### src/hw/rtl/bqd_pkg.sv
// bqd_pkg: shared types, constants and codes of the biquad filter unit
// no dependencies; imported by every other file of the block
`timescale 1ns / 1ps

package bqd_pkg;

  // sample and coefficient formats
  localparam int DATA_W  = 32;            // Q16.16 samples
  localparam int COEF_W  = 32;            // Q4.28 coefficients
  localparam int OP_W    = 2;
  localparam int IDX_W   = 3;
  localparam int ORD_W   = 2;
  localparam int PROD_W  = 2 * DATA_W;    // Q20.44 products
  localparam int ACC_W   = PROD_W + 3;    // sum of five products, exact
  localparam int SUM_W   = COEF_W + 2;    // sum of three coefficients
  localparam int FRAC_C  = 28;
  localparam int FRAC_S  = 16;
  localparam int DEN_TOL = 268;           // 1e-6 in Q4.28 units

  // iterative divider sizes
  localparam int DIV_NW  = 51;            // dividend, 2|n| + |d|
  localparam int DIV_DW  = 34;            // divisor, 2|d|
  localparam int DIV_CW  = 6;

  localparam logic signed [DATA_W-1:0] SAT_MAX  = 32'sh7fff_ffff;
  localparam logic signed [DATA_W-1:0] SAT_MIN  = 32'sh8000_0000;
  localparam logic signed [DATA_W-1:0] GAIN_ONE = 32'sh0001_0000;
  localparam logic signed [COEF_W-1:0] A0_RESET = 32'sh1000_0000;

  localparam logic signed [ACC_W-1:0] HALF_Q28 = ACC_W'(1) << (FRAC_C - 1);
  localparam logic signed [ACC_W-1:0] HALF_Q16 = ACC_W'(1) << (FRAC_S - 1);
  localparam logic [DIV_NW-1:0] Q_POS_LIM = DIV_NW'(64'h7fff_ffff);
  localparam logic [DIV_NW-1:0] Q_NEG_LIM = DIV_NW'(64'h8000_0000);

  // input word operation codes
  typedef enum logic [OP_W-1:0] {
    OP_STEP    = 2'd0,
    OP_RST_IN  = 2'd1,
    OP_RST_OUT = 2'd2,
    OP_NOP     = 2'd3
  } op_t;

  // configuration register map
  typedef enum logic [IDX_W-1:0] {
    REG_NUM0    = 3'd0,
    REG_NUM1    = 3'd1,
    REG_NUM2    = 3'd2,
    REG_DEN0    = 3'd3,
    REG_DEN1    = 3'd4,
    REG_DEN2    = 3'd5,
    REG_ORDER   = 3'd6,
    REG_DES_ERR = 3'd7
  } cfg_idx_t;

  // multiplier operand pairs, the first five in step order
  typedef enum logic [2:0] {
    SEL_B0_S   = 3'd0,
    SEL_B1_IH0 = 3'd1,
    SEL_A1_OH0 = 3'd2,
    SEL_B2_IH1 = 3'd3,
    SEL_A2_OH1 = 3'd4,
    SEL_S_G    = 3'd5
  } mul_sel_t;

  typedef enum logic [3:0] {
    S_IDLE,
    S_MUL,
    S_DRAIN,
    S_ROUND,
    S_GSETUP,
    S_GDIV,
    S_GSAT,
    S_QSETUP,
    S_QDIV,
    S_QSAT,
    S_QZERO,
    S_FIN
  } state_t;

  typedef struct packed {
    logic signed [COEF_W-1:0] b0;
    logic signed [COEF_W-1:0] b1;
    logic signed [COEF_W-1:0] b2;
    logic signed [COEF_W-1:0] a0;
    logic signed [COEF_W-1:0] a1;
    logic signed [COEF_W-1:0] a2;
    logic [ORD_W-1:0]         order;
    logic                     design_error;
  } coef_t;

  // controller to datapath
  typedef struct packed {
    logic     load;
    logic     mul_go;
    mul_sel_t mul_sel;
    logic     round;
    logic     gain_start;
    logic     gain_sat;
    logic     quo_start;
    logic     quo_sat;
    logic     quo_zero;
    logic     commit;
  } cmd_t;

  // datapath to controller
  typedef struct packed {
    logic small_den;
    logic g_zero;
    logic div_done;
  } sts_t;

endpackage

### src/hw/rtl/bqd_ctrl.sv
// bqd_ctrl: sequencer for steps, dc gain and the reset operations
// depends on bqd_pkg; drives bqd_dpath through cmd_t
`timescale 1ns / 1ps

module bqd_ctrl import bqd_pkg::*; (
  input  logic             clk,
  input  logic             rst,
  input  logic             in_valid,
  output logic             in_ready,
  input  logic [OP_W-1:0]  in_opcode,
  output logic             out_valid,
  input  logic             out_ready,
  input  logic [ORD_W-1:0] order,
  input  logic             design_error,
  input  sts_t             sts,
  output cmd_t             cmd
);

  state_t     state, state_next;
  op_t        op_reg;
  logic [2:0] cnt;
  logic [2:0] last_idx;
  logic [1:0] ord_c;
  logic       out_free;

  // order three runs as order two; reset to input needs one product
  assign ord_c    = (order == 2'd3) ? 2'd2 : order;
  assign last_idx = (op_reg == OP_RST_IN) ? 3'd0 : {ord_c, 1'b0};
  assign out_free = !out_valid || out_ready;

  // next state
  always_comb begin
    state_next = state;
    unique case (state)
      S_IDLE: begin
        if (in_valid) begin
          unique case (op_t'(in_opcode)) inside
            OP_STEP:               state_next = S_MUL;
            OP_RST_IN, OP_RST_OUT: state_next = design_error ? S_FIN : S_GSETUP;
            default:               state_next = S_FIN;
          endcase
        end
      end
      S_MUL:    if (cnt == last_idx) state_next = S_DRAIN;
      S_DRAIN:  state_next = S_ROUND;
      S_ROUND:  state_next = S_FIN;
      S_GSETUP: state_next = sts.small_den ? S_GSAT : S_GDIV;
      S_GDIV:   if (sts.div_done) state_next = S_GSAT;
      S_GSAT:   state_next = (op_reg == OP_RST_IN) ? S_MUL : S_QSETUP;
      S_QSETUP: state_next = sts.g_zero ? S_QZERO : S_QDIV;
      S_QDIV:   if (sts.div_done) state_next = S_QSAT;
      S_QSAT:   state_next = S_FIN;
      S_QZERO:  state_next = S_FIN;
      S_FIN:    if (out_free) state_next = S_IDLE;
      default:  state_next = S_IDLE;
    endcase
  end

  // command outputs; no word is taken while in reset
  always_comb begin
    cmd         = '0;
    cmd.mul_sel = SEL_B0_S;
    in_ready    = 1'b0;
    unique case (state)
      S_IDLE: begin
        in_ready = !rst;
        cmd.load = in_valid && !rst;
      end
      S_MUL: begin
        cmd.mul_go  = 1'b1;
        cmd.mul_sel = (op_reg == OP_RST_IN) ? SEL_S_G : mul_sel_t'(cnt);
      end
      S_ROUND:  cmd.round      = 1'b1;
      S_GSETUP: cmd.gain_start = !sts.small_den;
      S_GSAT:   cmd.gain_sat   = 1'b1;
      S_QSETUP: cmd.quo_start  = !sts.g_zero;
      S_QSAT:   cmd.quo_sat    = 1'b1;
      S_QZERO:  cmd.quo_zero   = 1'b1;
      S_FIN:    cmd.commit     = out_free;
      default: begin
      end
    endcase
  end

  // state, tap counter, latched operation, result word valid
  always_ff @(posedge clk) begin
    if (rst) begin
      state     <= S_IDLE;
      cnt       <= '0;
      op_reg    <= OP_STEP;
      out_valid <= 1'b0;
    end else begin
      state <= state_next;
      cnt   <= (state == S_MUL) ? cnt + 3'd1 : 3'd0;
      if (cmd.load) op_reg <= op_t'(in_opcode);
      if (cmd.commit)     out_valid <= 1'b1;
      else if (out_ready) out_valid <= 1'b0;
    end
  end

  // divider completion is only seen while waiting for it
  a_div_done_wait: assert property (@(posedge clk) disable iff (rst)
    sts.div_done |-> (state == S_GDIV) || (state == S_QDIV))
    else $error("divider finished outside a wait state");

  // the tap counter never runs past the last product
  a_tap_range: assert property (@(posedge clk) disable iff (rst)
    (state == S_MUL) |-> (cnt <= last_idx))
    else $error("tap counter beyond filter order");

  // a committed result is offered on the next cycle
  a_commit_valid: assert property (@(posedge clk) disable iff (rst)
    cmd.commit |=> out_valid)
    else $error("commit did not raise result valid");

endmodule

### config.mk
export PLATFORM = sky130hd
export DESIGN_NAME = bqd_ctrl
export DESIGN_NICKNAME = d
export VERILOG_FILES = /design/src/hw/rtl/bqd_pkg.sv /design/src/hw/rtl/bqd_ctrl.sv
export SDC_FILE = /design/constraint.sdc
export NUM_CORES = 1
export LEC_CHECK = 0
export ABC_CLOCK_PERIOD_IN_PS = 2000
export BUFFER_PORTS_ARGS = -buffer_cell sky130_fd_sc_hd__buf_2
export CORE_MARGIN = 3
export CORE_UTILIZATION = 49
export DETAILED_ROUTE_END_ITERATION = 8
export GPL_TIMING_DRIVEN = 1
export MAX_ROUTING_LAYER = met4
export PLACE_DENSITY = 0.76
export SETUP_SLACK_MARGIN = 0.3
export SYNTH_ARGS = -nofsm -noshare
export SYNTH_HDL_FRONTEND = slang
export SYNTH_SLANG_ARGS = --single-unit
### constraint.sdc
create_clock -name clk -period 2 [get_ports clk]
set_input_delay 0.3 -clock clk [delete_from_list [all_inputs] [get_ports clk]]
set_output_delay 0.3 -clock clk [all_outputs]
set_load 0.03 [all_outputs]
==> out/summary.txt <==
status -> finished clean
async set-or-reset flop fraction in the synthesized netlist -> 0%
root buffer cell -> clkbuf_4
total CTS buffers -> 3
DRT Pass-1 Iters -> 5
NumNets Final -> 168
Unique masters post-synth -> 39
Die Area -> 0.00212 mm²
via count -> 1175
setup TNS -> 0 ns
initial antenna violation count -> 0
I/O pins -> 26
Area Growth Syn to Fin -> 68.7%
FF+latch count, synth -> 10
Worst-Skew Late Latency -> 0.28 ns
Final min period -> 1.92 ns
max-cap violation count -> 0
Die Y -> 46.1 µm
max incr delay on CP -> 0.51 ns
CP Data Required Time -> 1.70 ns
RSZ-0062 raised after global routing -> true
CP most frequent cell -> buf_6
Mapped Avg Cell Area -> 7.36 µm²
cell-internal power -> 908 µW
yosys synthesis warning count -> 0
ANT cells -> 0
GRT Util Overall -> 33.3%
final worst slack -> 0.0776 ns
Horiz. Die Dim -> 46.1 µm
Hold WC Path Type -> input pin to register
maximum VDD drop -> 0.881 mV
ys flop type -> dfxtp_1
switching pwr -> 839 µW
highest routed metal layer -> met4
Syn Nets -> 122
Comb pwr share -> 69.9%
layout cells sized above 1 -> 55.9%
Initial Util -> 56.3%
Post-synth EDFFs -> 0
CTS max path bufs -> 2
Worst-path clk slew -> 0.08 ns
Pleak -> 0.581 nW
Placer Congestion -> 0.805
dpl ws -> 0.248 ns
post-synthesis sequential area ratio -> 25.4%
DRT Wirelength -> 4090 µm
CP arrival -> 1.62 ns
drt via density -> 7.04
Final Max Tran Viols -> 0
Setup Viol. Count Final -> 0
Post-Syn Area -> 787 µm²
largest net degree at the start of global routing -> 13
WL per Instance -> 24.5 µm
Final Hold Fails -> 0
CP startpoint kind -> register
Clock Sinks -> 10
drt drc -> 0
initial DRC count -> 110
FMAX -> 520 MHz
Port Buffer Count -> 25
# H-tree levels -> 1
sw frac -> 48.0%
critical path type -> register to output port
hold buffers post-CTS -> 0
met3 WL -> 515 µm
critical path's slowest cell -> or4_4
relative slew slack -> 68.4%
crit share post-route -> 96.1%
Fin Clk Skew -> 0.00590 ns
PD cells -> 1320 mW/mm²
core region area -> 0.00140 mm²
number of flip-flops in the largest register -> 4
Detail Placement HPWL -> 1580 µm
Worst Max-Slew Pin Slew -> 0.468 ns
DRT met1 WL -> 1330 µm
placement row count -> 13
met2 wire len -> 1890 µm
vias in the first global route -> 1043
Final Power -> 1.75 mW
crit-path max FO -> 2
ANT nets after route -> 0
crit path cell chain -> buf_6 > or4_4 > nor2_4 > and2_4 > buf_6
CP Buf/Inv Count -> 2
Syn Inst Count -> 107
Worst path top cell family by delay -> simple AND/OR/NAND/NOR gates
first-pass GRT wire length -> 4840 µm
Worst setup EP type -> output port
Overflow after GRT -> 0
Clock power frac -> 11.2%
Sequential Power Share -> 18.9%
TritonCTS clock tree -> yes
cells in the final DEF (no fill, tap or decap), types with 3 or more instances in the layout:
cell type and n:
buf_4 18, buf_6 16, buf_2 14, a21oi_1 8
nor2_4 6, inv_1 6, nor2_1 6, dfxtp_1 6
nand2_1 5, nand2b_1 4, nor3_2 3, nor3_1 3
o21ai_0 3, nand3_1 3, ha_1 3, clkbuf_4 3
dfxtp_2 3
layer usage:
layer,track usage (%),vias to the layer above
li1,-,469
met5,-,-
met4,17.6,0
met2,53.8,122
met1,36.6,531
met3,9.38,53
worst paths after layout:
| kind | startpoint | to | slack, ns | depth (start not counted) |
|---|---|---|---|---|
| setup / recovery | state[1] | cmd[11] | 0.08 | 5 |
| hold / removal | in_opcode[1] | op_reg[1] | 0.31 | 3 |
| setup reg to reg | op_reg[1] | state[3] | 0.14 | 7 |
| hold reg to reg | op_reg[0] | op_reg[0] | 0.49 | 2 |
logic make-up after synthesis:
group	Yosys count	synth area share (%)
flip-flops	10	25.4
multiplexers	2	2.54
adder cells (fa/ha/maj)	3	4.77
buffers and inverters	14	8.58
AO/OA/AOI/OAI	30	26.2
AND/OR/NAND/NOR	47	31.3
XOR/XNOR	1	1.11
worst min-delay path, cell delays in order:
cell	delay [ns]
buf_2	0.12
nand3_1	0.06
a21oi_1	0.06
Yosys cell counts, types with 3 or more instances:
library cell	count	area (µm²)
nor2_1	12	45.0
a21oi_1	10	50.1
dfxtp_1	10	200
nand2_1	7	26.3
nor3_1	7	35.0
inv_1	6	22.5
nand2b_1	6	37.5
clkbuf_1	4	15.0
o21ai_0	4	20.0
ha_1	3	37.5
nand3_1	3	15.0
nor2b_1	3	18.8
repair_timing:
item | CTS | global route
endpoints found under the hold margin | 0 | 0
setup endpoints to repair | 13 | 19
setup buffers | 16 | 2
resized for setup | 37 | 24
pin swaps | 8 | 9
cell type report:
type | count | area, µm²
Clock buffer | 4 | 36.3
Inverter | 7 | 28.8
Multi-Input combinational cell | 83 | 651
Timing Repair Buffer | 48 | 385
Fill cell | 40 | 71.3
Sequential cell | 10 | 208
Tap cell | 15 | 18.8
power by group through the flow:
stage,clock [mW],sequential (mW),combinational [mW]
after global placement,0,0.297,0.682
after floorplan,0,0.283,0.564
after detailed placement,0,0.301,0.697
final,0.196,0.330,1.22
after CTS,0.193,0.312,0.958
after global routing,0.202,0.333,1.26
per-stage QoR:
step / cells / area, µm² / hold slack [ns] / utilization [%]
floorplan: 107 / 808 / 0.432 / -
global placement: 145 / 951 / 0.445 / 68.0
detailed placement: 145 / 951 / 0.449 / 68.0
CTS: 165 / 1230 / 0.302 / 87.7
global route: 167 / 1330 / 0.335 / 94.9
finish: 167 / 1330 / 0.313 / 94.9
No activity file was read; power rests on OpenSTA's default activity.
