===== config.mk =====
export PLATFORM = sky130hd
export DESIGN_NAME = bqd_dpath
export DESIGN_NICKNAME = d
export VERILOG_FILES = /design/src/hw/rtl/bqd_pkg.sv /design/src/hw/rtl/bqd_div.sv /design/src/hw/rtl/bqd_dpath.sv
export SDC_FILE = /design/constraint.sdc
export NUM_CORES = 2
export LEC_CHECK = 0
export ABC_CLOCK_PERIOD_IN_PS = 12000
export BUFFER_PORTS_ARGS = -buffer_cell sky130_fd_sc_hd__clkbuf_2
export CORE_MARGIN = 5
export CORE_UTILIZATION = 55
export CTS_CLUSTER_SIZE = 25
export DETAILED_ROUTE_END_ITERATION = 12
export PLACE_DENSITY = 0.72
export RECOVER_POWER = 25
export SYNTH_ARGS = -nofsm -noshare
export SYNTH_HDL_FRONTEND = slang
export SYNTH_SLANG_ARGS = --single-unit
export TNS_END_PERCENT = 10

===== constraint.sdc =====
create_clock -name clk -period 12 [get_ports clk]
set_clock_uncertainty 0.05 [all_clocks]
set_input_delay 0.6 -clock clk [delete_from_list [all_inputs] [get_ports clk]]
set_output_delay 0.6 -clock clk [all_outputs]
set_load 0.005 [all_outputs]

===== src/hw/rtl/bqd_pkg.sv =====
// bqd_pkg: shared types, constants and codes of the biquad filter unit
// no dependencies; imported by every other file of the block
`timescale 1ns / 1ps

package bqd_pkg;

  // sample and coefficient formats
  localparam int DATA_W  = 32;            // Q16.16 samples
  localparam int COEF_W  = 32;            // Q4.28 coefficients
  localparam int OP_W    = 2;
  localparam int IDX_W   = 3;
  localparam int ORD_W   = 2;
  localparam int PROD_W  = 2 * DATA_W;    // Q20.44 products
  localparam int ACC_W   = PROD_W + 3;    // sum of five products, exact
  localparam int SUM_W   = COEF_W + 2;    // sum of three coefficients
  localparam int FRAC_C  = 28;
  localparam int FRAC_S  = 16;
  localparam int DEN_TOL = 268;           // 1e-6 in Q4.28 units

  // iterative divider sizes
  localparam int DIV_NW  = 51;            // dividend, 2|n| + |d|
  localparam int DIV_DW  = 34;            // divisor, 2|d|
  localparam int DIV_CW  = 6;

  localparam logic signed [DATA_W-1:0] SAT_MAX  = 32'sh7fff_ffff;
  localparam logic signed [DATA_W-1:0] SAT_MIN  = 32'sh8000_0000;
  localparam logic signed [DATA_W-1:0] GAIN_ONE = 32'sh0001_0000;
  localparam logic signed [COEF_W-1:0] A0_RESET = 32'sh1000_0000;

  localparam logic signed [ACC_W-1:0] HALF_Q28 = ACC_W'(1) << (FRAC_C - 1);
  localparam logic signed [ACC_W-1:0] HALF_Q16 = ACC_W'(1) << (FRAC_S - 1);
  localparam logic [DIV_NW-1:0] Q_POS_LIM = DIV_NW'(64'h7fff_ffff);
  localparam logic [DIV_NW-1:0] Q_NEG_LIM = DIV_NW'(64'h8000_0000);

  // input word operation codes
  typedef enum logic [OP_W-1:0] {
    OP_STEP    = 2'd0,
    OP_RST_IN  = 2'd1,
    OP_RST_OUT = 2'd2,
    OP_NOP     = 2'd3
  } op_t;

  // configuration register map
  typedef enum logic [IDX_W-1:0] {
    REG_NUM0    = 3'd0,
    REG_NUM1    = 3'd1,
    REG_NUM2    = 3'd2,
    REG_DEN0    = 3'd3,
    REG_DEN1    = 3'd4,
    REG_DEN2    = 3'd5,
    REG_ORDER   = 3'd6,
    REG_DES_ERR = 3'd7
  } cfg_idx_t;

  // multiplier operand pairs, the first five in step order
  typedef enum logic [2:0] {
    SEL_B0_S   = 3'd0,
    SEL_B1_IH0 = 3'd1,
    SEL_A1_OH0 = 3'd2,
    SEL_B2_IH1 = 3'd3,
    SEL_A2_OH1 = 3'd4,
    SEL_S_G    = 3'd5
  } mul_sel_t;

  typedef enum logic [3:0] {
    S_IDLE,
    S_MUL,
    S_DRAIN,
    S_ROUND,
    S_GSETUP,
    S_GDIV,
    S_GSAT,
    S_QSETUP,
    S_QDIV,
    S_QSAT,
    S_QZERO,
    S_FIN
  } state_t;

  typedef struct packed {
    logic signed [COEF_W-1:0] b0;
    logic signed [COEF_W-1:0] b1;
    logic signed [COEF_W-1:0] b2;
    logic signed [COEF_W-1:0] a0;
    logic signed [COEF_W-1:0] a1;
    logic signed [COEF_W-1:0] a2;
    logic [ORD_W-1:0]         order;
    logic                     design_error;
  } coef_t;

  // controller to datapath
  typedef struct packed {
    logic     load;
    logic     mul_go;
    mul_sel_t mul_sel;
    logic     round;
    logic     gain_start;
    logic     gain_sat;
    logic     quo_start;
    logic     quo_sat;
    logic     quo_zero;
    logic     commit;
  } cmd_t;

  // datapath to controller
  typedef struct packed {
    logic small_den;
    logic g_zero;
    logic div_done;
  } sts_t;

endpackage


===== src/hw/rtl/bqd_div.sv =====
// bqd_div: unsigned restoring divider, one quotient bit per cycle
// depends on bqd_pkg for operand widths
`timescale 1ns / 1ps

module bqd_div import bqd_pkg::*; (
  input  logic              clk,
  input  logic              rst,
  input  logic              start,
  input  logic [DIV_NW-1:0] num,
  input  logic [DIV_DW-1:0] den,
  output logic              done,
  output logic [DIV_NW-1:0] quot
);

  logic              busy;
  logic [DIV_CW-1:0] cnt;
  logic [DIV_NW-1:0] nq;
  logic [DIV_DW-1:0] rem;
  logic [DIV_DW-1:0] dd;
  logic [DIV_DW:0]   trial;
  logic              qbit;

  // shift in the next dividend bit and try the subtract
  always_comb begin
    trial = {rem, nq[DIV_NW-1]};
    qbit  = (trial >= {1'b0, dd});
  end

  // control
  always_ff @(posedge clk) begin
    if (rst) begin
      busy <= 1'b0;
      done <= 1'b0;
      cnt  <= '0;
    end else begin
      done <= busy && (cnt == '0);
      if (start) begin
        busy <= 1'b1;
        cnt  <= DIV_CW'(DIV_NW - 1);
      end else if (busy) begin
        cnt <= cnt - 1'b1;
        if (cnt == '0) busy <= 1'b0;
      end
    end
  end

  // quotient bits shift into the dividend register; the partial remainder has its own
  always_ff @(posedge clk) begin
    if (start) begin
      nq  <= num;
      rem <= '0;
      dd  <= den;
    end else if (busy) begin
      nq <= {nq[DIV_NW-2:0], qbit};
      if (qbit) rem <= DIV_DW'(trial - {1'b0, dd});
      else      rem <= trial[DIV_DW-1:0];
    end
  end

  assign quot = nq;

endmodule


===== src/hw/rtl/bqd_dpath.sv =====
// bqd_dpath: histories, shared multiplier, accumulator, rounding and gain
// depends on bqd_pkg and bqd_div
`timescale 1ns / 1ps

module bqd_dpath import bqd_pkg::*; (
  input  logic                     clk,
  input  logic                     rst,
  input  logic [OP_W-1:0]          in_opcode,
  input  logic signed [DATA_W-1:0] in_sample,
  input  coef_t                    coef,
  input  cmd_t                     cmd,
  output sts_t                     sts,
  output logic signed [DATA_W-1:0] filtered,
  output logic                     saturated
);

  op_t                      op_reg;
  logic signed [DATA_W-1:0] s_reg;
  logic signed [DATA_W-1:0] ih [2];
  logic signed [DATA_W-1:0] oh [2];
  logic signed [DATA_W-1:0] y_reg;
  logic signed [DATA_W-1:0] u_reg;
  logic signed [DATA_W-1:0] g_reg;
  logic                     flag;
  logic signed [PROD_W-1:0] prod;
  logic                     prod_vld;
  logic                     prod_sub;
  logic signed [ACC_W-1:0]  acc;
  logic                     div_neg;

  logic signed [DATA_W-1:0] ma, mb;
  logic                     m_sub;
  logic signed [ACC_W-1:0]  prod_x;
  logic signed [ACC_W-1:0]  rnd;
  logic                     rnd_ovf;
  logic signed [DATA_W-1:0] rnd_val;
  logic signed [SUM_W-1:0]  ns, ds;
  logic [SUM_W-1:0]         ns_mag, ds_mag;
  logic [DATA_W:0]          s_ext, g_ext;
  logic [DATA_W:0]          s_mag, g_mag;
  logic [DIV_NW-1:0]        div_num;
  logic [DIV_DW-1:0]        div_den;
  logic                     div_start;
  logic                     div_done;
  logic [DIV_NW-1:0]        div_q;
  logic signed [DATA_W-1:0] qs_val;
  logic                     qs_flag;
  logic signed [DATA_W-1:0] zero_val;
  logic signed [DATA_W-1:0] hu, hy;

  // multiplier operand select
  always_comb begin
    ma    = coef.b0;
    mb    = s_reg;
    m_sub = 1'b0;
    case (cmd.mul_sel)
      SEL_B0_S:   begin ma = coef.b0; mb = s_reg; end
      SEL_B1_IH0: begin ma = coef.b1; mb = ih[0]; end
      SEL_A1_OH0: begin ma = coef.a1; mb = oh[0]; m_sub = 1'b1; end
      SEL_B2_IH1: begin ma = coef.b2; mb = ih[1]; end
      SEL_A2_OH1: begin ma = coef.a2; mb = oh[1]; m_sub = 1'b1; end
      SEL_S_G:    begin ma = s_reg;   mb = g_reg; end
      default:    begin ma = coef.b0; mb = s_reg; end
    endcase
  end

  assign prod_x = {{(ACC_W - PROD_W){prod[PROD_W-1]}}, prod};

  // round half up at the binary point of the operation, then clip
  always_comb begin
    if (op_reg == OP_STEP) rnd = (acc + HALF_Q28) >>> FRAC_C;
    else                   rnd = (acc + HALF_Q16) >>> FRAC_S;
    rnd_ovf = !((&rnd[ACC_W-1:DATA_W-1]) || !(|rnd[ACC_W-1:DATA_W-1]));
    if (rnd_ovf) rnd_val = rnd[ACC_W-1] ? SAT_MIN : SAT_MAX;
    else         rnd_val = rnd[DATA_W-1:0];
  end

  // dc gain sums over all three taps
  always_comb begin
    ns = {{2{coef.b0[COEF_W-1]}}, coef.b0} + {{2{coef.b1[COEF_W-1]}}, coef.b1}
       + {{2{coef.b2[COEF_W-1]}}, coef.b2};
    ds = {{2{coef.a0[COEF_W-1]}}, coef.a0} + {{2{coef.a1[COEF_W-1]}}, coef.a1}
       + {{2{coef.a2[COEF_W-1]}}, coef.a2};
    ns_mag = ns[SUM_W-1] ? SUM_W'(-ns) : SUM_W'(ns);
    ds_mag = ds[SUM_W-1] ? SUM_W'(-ds) : SUM_W'(ds);
    s_ext  = {s_reg[DATA_W-1], s_reg};
    g_ext  = {g_reg[DATA_W-1], g_reg};
    s_mag  = s_ext[DATA_W] ? (DATA_W + 1)'(-s_ext) : s_ext;
    g_mag  = g_ext[DATA_W] ? (DATA_W + 1)'(-g_ext) : g_ext;
  end

  // divider operands: round to nearest as (2|n| + |d|) / (2|d|)
  always_comb begin
    div_start = cmd.gain_start || cmd.quo_start;
    if (cmd.gain_start) begin
      div_num = (DIV_NW'(ns_mag) << (FRAC_S + 1)) + DIV_NW'(ds_mag);
      div_den = DIV_DW'(ds_mag) << 1;
    end else begin
      div_num = (DIV_NW'(s_mag) << (FRAC_S + 1)) + DIV_NW'(g_mag);
      div_den = DIV_DW'(g_mag) << 1;
    end
  end

  bqd_div u_div (
    .clk   (clk),
    .rst   (rst),
    .start (div_start),
    .num   (div_num),
    .den   (div_den),
    .done  (div_done),
    .quot  (div_q)
  );

  // signed quotient with clipping
  always_comb begin
    qs_flag = 1'b0;
    qs_val  = div_q[DATA_W-1:0];
    if (div_neg) begin
      if (div_q > Q_NEG_LIM) begin
        qs_val  = SAT_MIN;
        qs_flag = 1'b1;
      end else begin
        qs_val = DATA_W'(32'd0 - div_q[DATA_W-1:0]);
      end
    end else if (div_q > Q_POS_LIM) begin
      qs_val  = SAT_MAX;
      qs_flag = 1'b1;
    end
  end

  // zero gain: extreme of the target's sign, or zero for a zero target
  always_comb begin
    if (s_reg == '0)          zero_val = '0;
    else if (s_reg[DATA_W-1]) zero_val = SAT_MIN;
    else                      zero_val = SAT_MAX;
  end

  // values loaded into both history taps on a reset operation
  always_comb begin
    hu = s_reg;
    hy = y_reg;
    if (op_reg == OP_RST_OUT) begin
      hu = u_reg;
      hy = s_reg;
    end
  end

  assign sts.small_den = (ds <= DEN_TOL) && (ds >= -DEN_TOL);
  assign sts.g_zero    = (g_reg == '0);
  assign sts.div_done  = div_done;

  // product pipeline valid
  always_ff @(posedge clk) begin
    if (rst) begin
      prod_vld <= 1'b0;
    end else begin
      prod_vld <= cmd.mul_go;
    end
  end

  // working registers
  always_ff @(posedge clk) begin
    if (cmd.load) begin
      op_reg <= op_t'(in_opcode);
      s_reg  <= in_sample;
      acc    <= '0;
      flag   <= 1'b0;
    end else begin
      if (prod_vld) begin
        if (prod_sub) acc <= acc - prod_x;
        else          acc <= acc + prod_x;
      end
      if (cmd.round) begin
        y_reg <= rnd_val;
        flag  <= flag | rnd_ovf;
      end
      if (cmd.gain_sat) begin
        g_reg <= sts.small_den ? GAIN_ONE : qs_val;
        flag  <= flag | (!sts.small_den && qs_flag);
      end
      if (cmd.quo_sat) begin
        u_reg <= qs_val;
        flag  <= flag | qs_flag;
      end
      if (cmd.quo_zero) begin
        u_reg <= zero_val;
        flag  <= 1'b1;
      end
    end
    if (cmd.mul_go) begin
      prod     <= ma * mb;
      prod_sub <= m_sub;
    end
    if (cmd.gain_start) div_neg <= ns[SUM_W-1] ^ ds[SUM_W-1];
    if (cmd.quo_start)  div_neg <= s_reg[DATA_W-1] ^ g_reg[DATA_W-1];
  end

  // histories
  always_ff @(posedge clk) begin
    if (rst) begin
      ih[0] <= '0;
      ih[1] <= '0;
      oh[0] <= '0;
      oh[1] <= '0;
    end else if (cmd.commit) begin
      case (op_reg) inside
        OP_STEP: begin
          ih[1] <= ih[0];
          ih[0] <= s_reg;
          oh[1] <= oh[0];
          oh[0] <= y_reg;
        end
        OP_RST_IN, OP_RST_OUT: begin
          if (coef.design_error) begin
            ih[0] <= '0;
            ih[1] <= '0;
            oh[0] <= '0;
            oh[1] <= '0;
          end else begin
            ih[0] <= hu;
            ih[1] <= hu;
            oh[0] <= hy;
            oh[1] <= hy;
          end
        end
        default: begin
        end
      endcase
    end
  end

  // result word register
  always_ff @(posedge clk) begin
    if (cmd.commit) begin
      case (op_reg) inside
        OP_STEP: begin
          filtered  <= y_reg;
          saturated <= flag;
        end
        OP_RST_IN, OP_RST_OUT: begin
          filtered  <= coef.design_error ? '0 : hy;
          saturated <= coef.design_error ? 1'b0 : flag;
        end
        default: begin
          filtered  <= oh[0];
          saturated <= 1'b0;
        end
      endcase
    end
  end

endmodule


==> flow_summary.json <==
{
  "outcome": "finished, violations left",
  "violations": "max-capacitance violations, max-slew violations",
  "h-tree-depth": 2,
  "cp_top_family": "adder cells",
  "hold_slack_ns": 0.03102,
  "yosysWarnings": 0,
  "setup_violations": 0,
  "grt_pass1_vias": 70909,
  "grt-ovfl-total": 0,
  "cts_root_buffer": "clkbuf_16",
  "hold_buffers": 12,
  "max_stage_delay_ns": 0.96,
  "firstDrtPassIters": 6,
  "worst_pin_slew_ns": 3.537,
  "cts_tree": "yes",
  "crit_path_max_fanout": 16,
  "grt_pass1_wl_um": 434700,
  "portBuffers": 276,
  "drive_gt1_frac": 0.08123,
  "setup_tns_ns": 0,
  "clk_path_buf_depth": 3,
  "topRoutingLayerUsed": "met4",
  "largest_register": "acc",
  "die_area_um2": 154300,
  "drc_errors": 0,
  "area_growth_pct": 8.012,
  "synth-seq-area-share": 0.1918,
  "min_period_ns": 10.85,
  "clk_pin_slew_ns": 0.06,
  "die_h_um": 392.8,
  "vias": 70357,
  "cap_violations": 10,
  "grt_max_degree": 106,
  "drt-initial-drc-count": 6749,
  "dr_wl_met3_um": 30910,
  "hold_viol": 0,
  "rows": 140,
  "syn_nets": 11010,
  "routed_wl_um": 291600,
  "clk_latency_ns": 0.72,
  "post_drt_wl_per_cell_um": 25.82,
  "ys_async_sr_fraction": 0,
  "crit_type": "input pin to flip-flop",
  "floorplan.initialDensity": 0.5531,
  "finalCritPeriodShare": 0.9043,
  "hpwl_um": 233100,
  "slew_violations": 431,
  "relSlewSlack": -1.358,
  "synth_flop_cell": "edfxtp_1",
  "via_per_inst": 6.231,
  "arrival_ns": 11.17,
  "ys_ff_latch": 552,
  "syn-mean-instance-area_um2": 8.741,
  "antenna_found_initial": 17,
  "io_pins": 279,
  "crit_path_start_kind": "input pin",
  "final_common_cell": "inv_1",
  "die_w_um": 392.8,
  "end_kind": "flip-flop",
  "finalNetCount": 11092,
  "hp-class": "input pin to flip-flop",
  "cts_sinks": 552,
  "syn_area_um2": 80610,
  "final_cell_mix": "inv_1 (1288), fa_1 (1152), nor2_1 (1004)",
  "synth_edf_count": 441,
  "largest_reg_flops": 67,
  "cts_buffers": 61,
  "cts_setup_buffers": 0,
  "synth_cells": 9222,
  "coreArea_um2": 145700,
  "crit_top_cell": "fa_1",
  "rsz0062_at_grt": "false",
  "worstPathRequired_ns": 12.32,
  "cp_slowest_cell": "nor2_2",
  "ys_types": 99,
  "gp_congestion": 1.044,
  "wl_met2_um": 129200,
  "clock.fmax_mhz": 92.15,
  "wl_met1_um": 102300,
  "ant_nets": 0,
  "cts_resized": 0,
  "path_buf_inv": 12,
  "track_usage": 0.3756
}
-- per-layer routing --
metal  GRT usage  vias up
li1            -    30590
met1      0.4525    34678
met2      0.5765     3995
met3     0.09338     1094
met4      0.2972        0
met5           0        -
-- worst reg2reg max path, delay by kind of cell (launching register included) --
kind                     cells  cell delay, ns
AO/OA/AOI/OAI               13            4.02
XOR/XNOR                     1            0.09
adder cells (fa/ha/maj)      9            4.51
buffers and inverters        5            0.36
flip-flops                   1            0.85
AND/OR/NAND/NOR              3            0.48
-- Yosys cell counts (15+ instances only) --
library cell / count / share of area
nand3_1: 94 / 0.0058
o31ai_1: 47 / 0.0044
xor2_1: 139 / 0.015
dfxtp_1: 111 / 0.028
nand4_1: 69 / 0.0054
o21a_1: 66 / 0.0061
o22ai_1: 38 / 0.0029
xnor2_1: 377 / 0.041
nand2_1: 884 / 0.041
a21o_1: 204 / 0.019
ha_1: 393 / 0.061
edfxtp_1: 441 / 0.16
mux2_2: 33 / 0.0046
a21oi_1: 609 / 0.038
nor2_1: 1011 / 0.047
and4_1: 24 / 0.0026
buf_1: 58 / 0.0027
fa_1: 1152 / 0.29
and2_1: 55 / 0.0043
inv_1: 1292 / 0.060
clkbuf_1: 425 / 0.020
or3_1: 72 / 0.0056
nor3_1: 122 / 0.0076
o21ai_1: 35 / 0.0022
o21ai_0: 504 / 0.031
a31oi_1: 43 / 0.0033
a221o_1: 17 / 0.0021
a211oi_1: 40 / 0.0037
nand2b_1: 100 / 0.0078
o32ai_1: 15 / 0.0016
a22oi_1: 29 / 0.0027
nor2b_1: 75 / 0.0058
nor3b_1: 30 / 0.0028
mux2i_1: 139 / 0.017
a221oi_1: 16 / 0.0017
a22o_1: 39 / 0.0042
o21bai_1: 45 / 0.0042
or4_1: 16 / 0.0015
or2_2: 27 / 0.0021
nor4_1: 42 / 0.0033
o211ai_1: 25 / 0.0023
and3_1: 49 / 0.0038
-- through the flow --
stage	instance area (µm²)	cells	utilization	setup WS, ns
2_1_floorplan	80610	9222	-	1.550
3_3_place_gp	84790	11146	0.5818	0.7653
3_5_place_dp	84790	11146	0.5818	0.6939
4_1_cts	87060	11273	0.5974	1.315
5_1_grt	87030	11275	0.5972	0.8327
6_report	87070	11292	0.5974	1.148
-- cell families (layout without fill, tap and decap cells) --
group	after synthesis	count (layout)	synth area share
and+or+nand+nor	2722	2722	0.1525
AOI/OAI and AO/OA	1920	1920	0.1467
muxes	172	172	0.02187
other	1	20	0.00004652
adders and majority gates	1545	1545	0.3471
DFF	552	552	0.1918
xor gates and xnor gates	516	516	0.05606
buffers and inverters	1794	1928	0.08391
-- final timing paths --
check / startpoint / endpoint / cells past startpoint / slack [ns]
worst min-delay path: in_sample[11] / s_reg[11] / 1 / 0.03
worst min register to register: acc[0] / acc[0] / 2 / 0.45
worst max-delay path: cmd[7] / prod[61] / 39 / 1.15
worst max register to register: s_reg[11] / prod[61] / 31 / 1.31
-- layout make-up --
cell class,instances,area [µm²]
clock inverters,36,504.2
well taps,1917,2399
multi-input cells,6876,58780
clock buffers,79,1655
diodes,19,47.55
fillers,12754,58670
repair buffers,519,3363
flip-flops and latches,552,15470
inverters,1294,4860
Power is not shown: default switching activity piles up to over one toggle a cycle in this logic, so the estimate is an artifact.
